`src/rtl/core/fpd_pkg.sv`:
```
// fpd_pkg: shared widths, register codes and the divider status struct
// for the fsk pulse period demodulator; no dependencies
`timescale 1ns / 1ps

package fpd_pkg;

    localparam int PERIOD_WIDTH    = 16;
    localparam int PPB_WIDTH       = 8;
    localparam int DURATION_WIDTH  = 16;
    localparam int BIT_COUNT_WIDTH = 16;
    localparam int CFG_ADDR_WIDTH  = 2;
    localparam int CFG_DATA_WIDTH  = 16;
    localparam int S_TDATA_WIDTH   = 24;
    localparam int M_TDATA_WIDTH   = 24;

    localparam logic [CFG_ADDR_WIDTH-1:0] REG_SHORT_PERIOD = 2'd0;
    localparam logic [CFG_ADDR_WIDTH-1:0] REG_SHORT_PPB    = 2'd1;
    localparam logic [CFG_ADDR_WIDTH-1:0] REG_LONG_PERIOD  = 2'd2;
    localparam logic [CFG_ADDR_WIDTH-1:0] REG_LONG_PPB     = 2'd3;

    typedef struct packed {
        logic busy;
        logic done;
    } div_status_t;

endpackage

```
`src/rtl/core/fpd_divider.sv`:
```
// fpd_divider: restoring serial divider, one quotient bit per cycle,
// shared subtractor and compare; depends on fpd_pkg
`timescale 1ns / 1ps

module fpd_divider #(
    parameter int QW = 17
) (
    input  logic                          clk,
    input  logic                          rst_n,
    input  logic                          start,
    input  logic [QW-1:0]                 dividend,
    input  logic [fpd_pkg::PPB_WIDTH-1:0] divisor,
    output logic [QW-1:0]                 quotient,
    output fpd_pkg::div_status_t          status
);

    localparam int CNT_W = $clog2(QW);
    localparam int PW    = fpd_pkg::PPB_WIDTH;

    logic              busy_reg, busy_next;
    logic [CNT_W-1:0]  cnt_reg, cnt_next;
    logic [QW-1:0]     quo_reg, quo_next;
    logic [PW-1:0]     rem_reg, rem_next;
    logic [PW-1:0]     div_reg, div_next;
    logic [PW:0]       trial;
    logic [PW:0]       diff;
    logic              last_step;

    // remainder stays below the divisor, so PW bits hold it
    assign trial     = {rem_reg, quo_reg[QW-1]};
    assign diff      = trial - {1'b0, div_reg};
    assign last_step = busy_reg && (cnt_reg == CNT_W'(QW - 1));

    always_comb
    begin
        busy_next = busy_reg;
        cnt_next  = cnt_reg;
        quo_next  = quo_reg;
        rem_next  = rem_reg;
        div_next  = div_reg;
        if (start)
        begin
            busy_next = 1'b1;
            cnt_next  = '0;
            quo_next  = dividend;
            rem_next  = '0;
            div_next  = divisor;
        end
        else if (busy_reg)
        begin
            if (trial >= {1'b0, div_reg})
            begin
                rem_next = diff[PW-1:0];
                quo_next = {quo_reg[QW-2:0], 1'b1};
            end
            else
            begin
                rem_next = trial[PW-1:0];
                quo_next = {quo_reg[QW-2:0], 1'b0};
            end
            cnt_next = cnt_reg + CNT_W'(1);
            if (last_step)
            begin
                busy_next = 1'b0;
            end
        end
    end

    always_ff @(posedge clk or negedge rst_n)
    begin
        if (!rst_n)
        begin
            busy_reg <= 1'b0;
            cnt_reg  <= '0;
        end
        else
        begin
            busy_reg <= busy_next;
            cnt_reg  <= cnt_next;
        end
    end

    always_ff @(posedge clk)
    begin
        quo_reg <= quo_next;
        rem_reg <= rem_next;
        div_reg <= div_next;
    end

    assign quotient    = quo_reg;
    assign status.busy = busy_reg;
    assign status.done = last_step;

endmodule

```
`src/rtl/core/fsk_pulse_period_demodulator.sv`:
```
// fsk_pulse_period_demodulator: period-counting fsk demodulator top level
// depends on fpd_pkg and fpd_divider
// result: a transaction that ends no run gives its result in the next cycle; when a run
// ends, the bit count comes from the serial divider (one quotient bit per cycle) via S_DIV, S_DONE
// throughput: one transaction per cycle while no run ends and the output is taken,
// otherwise the next transaction waits until the divided bit count reaches the output
// reset: asynchronous, clears state and output valid, registers go to 0, 1, 0, 1
`timescale 1ns / 1ps

module fsk_pulse_period_demodulator #(
    parameter int ACC_WIDTH   = 20,
    parameter int COUNT_WIDTH = 16
) (
    input  logic                                clk,
    input  logic                                rst_n,
    input  logic                                s_tvalid,
    output logic                                s_tready,
    // [0] level_high, [16:1] duration, [23:17] zero
    input  logic [fpd_pkg::S_TDATA_WIDTH-1:0]   s_tdata,
    output logic                                m_tvalid,
    input  logic                                m_tready,
    // [0] bit_value, [16:1] bit_count, [23:17] zero
    output logic [fpd_pkg::M_TDATA_WIDTH-1:0]   m_tdata,
    input  logic                                cfg_we,
    input  logic [fpd_pkg::CFG_ADDR_WIDTH-1:0]  cfg_addr,
    input  logic [fpd_pkg::CFG_DATA_WIDTH-1:0]  cfg_wdata
);

    localparam int PW  = fpd_pkg::PERIOD_WIDTH;
    localparam int BW  = fpd_pkg::PPB_WIDTH;
    localparam int DW  = fpd_pkg::DURATION_WIDTH;
    localparam int CW  = fpd_pkg::BIT_COUNT_WIDTH;
    localparam int QW  = COUNT_WIDTH + 1;

    typedef enum logic [2:0] {
        S_IDLE = 3'b001,
        S_DIV  = 3'b010,
        S_DONE = 3'b100
    } state_t;

    state_t                 state_reg, state_next;

    logic [PW-1:0]          short_period_reg;
    logic [BW-1:0]          short_ppb_reg;
    logic [PW-1:0]          long_period_reg;
    logic [BW-1:0]          long_ppb_reg;

    logic [ACC_WIDTH-1:0]   period_acc_reg, period_acc_next;
    logic [COUNT_WIDTH-1:0] run_count_reg, run_count_next;
    logic                   last_was_long_reg, last_was_long_next;
    logic                   pend_value_reg, pend_value_next;

    logic                   out_valid_reg, out_valid_next;
    logic                   out_value_reg, out_value_next;
    logic [CW-1:0]          out_count_reg, out_count_next;

    logic                   accept;
    logic                   out_free;
    logic                   level_high;
    logic [DW-1:0]          duration;

    logic [PW-1:0]          lo_t, hi_t, mid;
    logic [BW-1:0]          lo_p, hi_p, sel_p;
    logic                   inv;
    logic [ACC_WIDTH:0]     acc_sum;
    logic [ACC_WIDTH-1:0]   acc_new;
    logic                   in_range;
    logic                   cls;
    logic [COUNT_WIDTH-1:0] run_inc;
    logic                   run_end;

    logic                   div_start;
    logic [QW-1:0]          div_dividend;
    logic [BW-1:0]          div_divisor;
    logic [QW-1:0]          div_quotient;
    fpd_pkg::div_status_t   div_status;
    logic [QW+CW-1:0]       quo_ext;
    logic [CW-1:0]          quo_sat;

    assign level_high = s_tdata[0];
    assign duration   = s_tdata[DW:1];

    assign out_free = !out_valid_reg || m_tready;
    assign s_tready = (state_reg == S_IDLE) && out_free;
    assign accept   = s_tvalid && s_tready;

    // order the two settings, invert the bit when they come swapped
    always_comb
    begin
        inv  = short_period_reg > long_period_reg;
        lo_t = inv ? long_period_reg  : short_period_reg;
        hi_t = inv ? short_period_reg : long_period_reg;
        lo_p = inv ? long_ppb_reg     : short_ppb_reg;
        hi_p = inv ? short_ppb_reg    : long_ppb_reg;
        mid  = lo_t + ((hi_t - lo_t) >> 1);
    end

    always_comb
    begin
        acc_sum  = {1'b0, period_acc_reg} + (ACC_WIDTH + 1)'(duration);
        acc_new  = acc_sum[ACC_WIDTH] ? {ACC_WIDTH{1'b1}} : acc_sum[ACC_WIDTH-1:0];
        in_range = (acc_new >= ACC_WIDTH'(lo_t)) && (acc_new < ACC_WIDTH'(hi_t));
        cls      = acc_new >= ACC_WIDTH'(mid);
        run_inc  = (&run_count_reg) ? run_count_reg : run_count_reg + COUNT_WIDTH'(1);
        run_end  = !level_high && in_range && (cls != last_was_long_reg);
        sel_p    = last_was_long_reg ? hi_p : lo_p;
    end

    assign div_start    = accept && run_end;
    assign div_dividend = {1'b0, run_inc} + QW'(1);
    assign div_divisor  = (sel_p == '0) ? BW'(1) : sel_p;

    fpd_divider #(
        .QW (QW)
    ) u_div (
        .clk      (clk),
        .rst_n    (rst_n),
        .start    (div_start),
        .dividend (div_dividend),
        .divisor  (div_divisor),
        .quotient (div_quotient),
        .status   (div_status)
    );

    // bit count saturates at the field width
    assign quo_ext = {{CW{1'b0}}, div_quotient};
    assign quo_sat = (|quo_ext[QW+CW-1:CW]) ? {CW{1'b1}} : quo_ext[CW-1:0];

    always_comb
    begin
        state_next         = state_reg;
        period_acc_next    = period_acc_reg;
        run_count_next     = run_count_reg;
        last_was_long_next = last_was_long_reg;
        pend_value_next    = pend_value_reg;
        out_valid_next     = out_valid_reg;
        out_value_next     = out_value_reg;
        out_count_next     = out_count_reg;

        if (out_valid_reg && m_tready)
        begin
            out_valid_next = 1'b0;
        end

        unique case (state_reg)
            S_IDLE:
            begin
                if (accept)
                begin
                    if (level_high)
                    begin
                        period_acc_next = ACC_WIDTH'(duration);
                    end
                    else
                    begin
                        period_acc_next = acc_new;
                        if (!in_range)
                        begin
                            run_count_next = '0;
                        end
                        else if (run_end)
                        begin
                            run_count_next     = '0;
                            last_was_long_next = cls;
                            pend_value_next    = last_was_long_reg ^ inv;
                        end
                        else
                        begin
                            run_count_next = run_inc;
                        end
                    end
                    if (run_end)
                    begin
                        state_next = S_DIV;
                    end
                    else
                    begin
                        out_valid_next = 1'b1;
                        out_value_next = 1'b0;
                        out_count_next = '0;
                    end
                end
            end
            S_DIV:
            begin
                if (div_status.done)
                begin
                    state_next = S_DONE;
                end
            end
            S_DONE:
            begin
                if (out_free)
                begin
                    out_valid_next = 1'b1;
                    out_value_next = pend_value_reg;
                    out_count_next = quo_sat;
                    state_next     = S_IDLE;
                end
            end
            default:
            begin
                state_next = S_IDLE;
            end
        endcase
    end

    always_ff @(posedge clk or negedge rst_n)
    begin
        if (!rst_n)
        begin
            state_reg         <= S_IDLE;
            period_acc_reg    <= '0;
            run_count_reg     <= '0;
            last_was_long_reg <= 1'b0;
            out_valid_reg     <= 1'b0;
        end
        else
        begin
            state_reg         <= state_next;
            period_acc_reg    <= period_acc_next;
            run_count_reg     <= run_count_next;
            last_was_long_reg <= last_was_long_next;
            out_valid_reg     <= out_valid_next;
        end
    end

    always_ff @(posedge clk)
    begin
        pend_value_reg <= pend_value_next;
        out_value_reg  <= out_value_next;
        out_count_reg  <= out_count_next;
    end

    always_ff @(posedge clk or negedge rst_n)
    begin
        if (!rst_n)
        begin
            short_period_reg <= '0;
            short_ppb_reg    <= BW'(1);
            long_period_reg  <= '0;
            long_ppb_reg     <= BW'(1);
        end
        else if (cfg_we)
        begin
            unique case (cfg_addr)
                fpd_pkg::REG_SHORT_PERIOD: short_period_reg <= cfg_wdata[PW-1:0];
                fpd_pkg::REG_SHORT_PPB:    short_ppb_reg    <= cfg_wdata[BW-1:0];
                fpd_pkg::REG_LONG_PERIOD:  long_period_reg  <= cfg_wdata[PW-1:0];
                fpd_pkg::REG_LONG_PPB:     long_ppb_reg     <= cfg_wdata[BW-1:0];
                default: ;
            endcase
        end
    end

    assign m_tvalid = out_valid_reg;
    assign m_tdata  = {{(fpd_pkg::M_TDATA_WIDTH - CW - 1){1'b0}}, out_count_reg, out_value_reg};

endmodule

```
`config.mk`:
```
export PLATFORM = sky130hd
export DESIGN_NAME = fsk_pulse_period_demodulator
export DESIGN_NICKNAME = d
export VERILOG_FILES = /design/src/rtl/core/fpd_pkg.sv /design/src/rtl/core/fpd_divider.sv /design/src/rtl/core/fsk_pulse_period_demodulator.sv
export SDC_FILE = /design/constraint.sdc
export NUM_CORES = 1
export LEC_CHECK = 0
export BUFFER_PORTS_ARGS = -buffer_cell sky130_fd_sc_hd__clkbuf_2
export CAP_MARGIN = 5
export CORE_ASPECT_RATIO = 0.6
export CORE_MARGIN = 3
export CORE_UTILIZATION = 60
export DETAILED_ROUTE_END_ITERATION = 10
export GPL_TIMING_DRIVEN = 0
export HOLD_SLACK_MARGIN = 0.1
export PLACE_DENSITY = 0.8
export SLEW_MARGIN = 25
export SYNTH_ARGS = -nofsm -noshare
export SYNTH_HDL_FRONTEND = slang
export SYNTH_SLANG_ARGS = --single-unit
```
`constraint.sdc`:
```
create_clock -name clk -period 11.4 [get_ports clk]
set_input_delay 1.71 -clock clk [delete_from_list [all_inputs] [get_ports clk]]
set_output_delay 1.71 -clock clk [all_outputs]
set_load 0.02 [all_outputs]
```
==> out/results.tsv <==
metric	value	unit
run status	finished clean	
initial antenna violation count	0	
max capacitance violation total	0	
multiplexer share of the synthesized area	9.16	%
critical path class	reg -> reg	
# H-tree levels	4	
Synth top cells by count	119 x nor2_1, 107 x ha_1, 100 x nand2_1	
Avg WL per Cell	18.6	µm
Seq/Total Area, Yosys	34.0	%
DPL Wire Length	22600	µm
Resized Gates After CTS	0	
final WL	29200	µm
asr flop ratio synth	65.1	%
critical path data required time	11.53	ns
layout cell share with drive strength beyond 1	15.3	%
most used cell, CP	o21ai_0	
Initial Utilization	61.7	%
worst setup margin	2.72	ns
Vias/cell	6.09	
Pint	2.11	mW
FMAX	115	MHz
Post-synth EDFFs	43	
Slew @ Worst Pin	1.01	ns
Setup Viol. Count Final	0	
maximum vdd drop	0.168	mV
max reg flops	20	
fillcell total	1440	
number of global-route vias before repair	8951	
Max Root-Sink Buffers	2	
Hold/Removal Path Class	reg -> reg	
Netlist cell types	82	
boundary pin count	73	
Vias	9568	
CP Capture Type	register	
DR iter-0 viols	1083	
clk_lat worst skew	0.44	ns
Rows	38	
Overflow after GRT	0	
CTS tree	yes	
# port buffers	57	
die height	112	µm
largest family of logic cells by synthesized area	compound AO/OA/AOI/OAI gates	
Die Wd	183	µm
combinational share of power	64.7	%
setup tns final	0	ns
Post-Syn Area	0.0113	mm²
global-route wire length before repair	47200	µm
CTS clk-pin slew, worst paths	0.06	ns
CP arrival	8.80	ns
Synth Register Bits	146	
Leakage	5.56	nW
Final ANT Viol Nets	0	
register share of total power	20.3	%
die area	0.0205	mm²
core box area	0.0183	mm²
Nets	1474	
CP Max Fanout	17	
area leader, netlist	dfrtp_1	
setup bufs post-CTS	0	
Layout area overhead	11.2	%
switching pwr	1.80	mW
clock power share	15.0	%
unrepaired setup endpoints after global routing	no	
CTS buffer count	17	
Crit-path slowest cell	mux2i_1	
# DRC	0	
compound-gate portion of the synthesized area	17.5	%
synth top area cells	dfrtp_1 20%, ha_1 12%, edfxtp_1 11%	
Initial DRT Pass Iterations	8	
Overall Power	3.91	mW
CTS Root Cell	clkbuf_16	
sw frac	46.1	%
syn avg cell area	9.14	µm²
Final GP Congestion	1.03	
Setup crit start kind	register	
Simple-Gate Fraction of Synth Area	16.8	%
Cell Pwr Density	312	mW/mm²
Tcrit/Tclk final	76.1	%
post-route minimum period	8.68	ns
hold-fix buffers at CTS	0	
largest net degree at the start of global routing	76	
synth warn	0	
Synth Instances	1233	
Worst path max stage delay	0.80	ns
Rel. slew slack	32.0	%
dpl ws	2.90	ns
top_reg_cell synth	dfrtp_1	
top-count cell post-synth	nor2_1	
max-slew violation count	0	
Fin. Hold Viols	0	
adder-cell share of the synthesized area	12.4	%
Post-Synth XOR/XNOR Area	4.90	%
clock sink count	146	
ANT cells	0	
post-synth top area share	20.4	%
GRT Util Overall	28.7	%
clock skew	0.00939	ns
worst paths after layout:
check	start	to	slack, ns	depth (start not counted)
worst max-delay path	long_period_reg[11]	u_div.quotient[11]	2.72	32
worst min-delay path	period_acc_reg[12]	period_acc_reg[12]	0.48	2
worst max register to register	long_period_reg[11]	u_div.quotient[11]	2.72	32
worst min register to register	period_acc_reg[12]	period_acc_reg[12]	0.48	2
max in group asynchronous	rst_n	short_ppb_reg[0]	9.58	2
min in group asynchronous	rst_n	period_acc_reg[14]	1.14	1
power by group through the flow:
stage          combinational (mW)  clock (mW)  sequential (mW)
2_1_floorplan                1.88           0            0.777
3_3_place_gp                 2.38           0            0.791
3_5_place_dp                 2.48           0            0.797
4_1_cts                      2.50       0.590            0.790
5_1_grt                      2.84       0.613            0.808
6_report                     2.53       0.587            0.793
metrics by stage:
stage                     cells  cell area (µm²)  util, %  hold slack (ns)
after floorplan            1239            11300        -            0.443
after global placement     1536            11900     65.0            0.462
after detailed placement   1538            11900     65.3            0.473
after CTS                  1570            12500     68.6            0.487
after global routing       1570            12500     68.6            0.491
final                      1570            12500     68.6            0.482
cell type report:
cell class / count / area (µm²) / area share [%]
plain buffers: 49 / 268 / 2.14
clock buffers: 20 / 437 / 3.48
clock inverters: 12 / 165 / 1.32
inverters: 84 / 315 / 2.52
multi-input cells: 960 / 6880 / 54.9
flip-flops and latches: 146 / 3830 / 30.6
well taps: 240 / 300 / 2.40
repair buffers: 59 / 333 / 2.66
routing by layer:
metal | vias to the layer above | wire [µm] | share of wire (%) | track usage [%]
li1 | 4609 | - | - | -
met1 | 4537 | 14500 | 50 | 45.5
met2 | 394 | 11800 | 40 | 40.2
met3 | 28 | 2670 | 9.2 | 6.06
met4 | 0 | 272 | 0.93 | 6.29
met5 | - | 0 | 0 | 0
critical path: cells and delay by family, from the launching register on:
kind                       cells  cell delay, ns
and+or+nand+nor                7            1.63
adders and majority gates      4            0.97
buffers and inverters          7            1.47
DFF                            1            0.45
AOI/OAI and AO/OA             13            3.01
muxes                          1            0.80
cells in the final DEF (no fill, tap or decap), drive strengths merged, types with 15 or more instances in the layout:
master	n
a211oi	16
a21o	24
a21oi	69
a31oi	16
and3	15
buf	22
clkbuf	106
dfrtp	92
edfxtp	43
ha	107
inv	82
mux2	75
mux2i	15
nand2	100
nand2b	20
nand3	36
nand4	17
nor2	119
nor2b	18
nor3	21
o211ai	15
o21ai	71
o31ai	15
xnor2	41
xor2	22
logic make-up (layout without fill, tap and decap cells):
group | after synthesis | count (layout)
mux | 90 | 90
fa+ha+maj | 110 | 110
buf+inv | 133 | 224
simple gates | 393 | 393
xor+xnor | 63 | 63
compound gates | 297 | 297
flops | 146 | 146
other cells | 1 | 7
No activity file was read; power rests on OpenSTA's default activity.
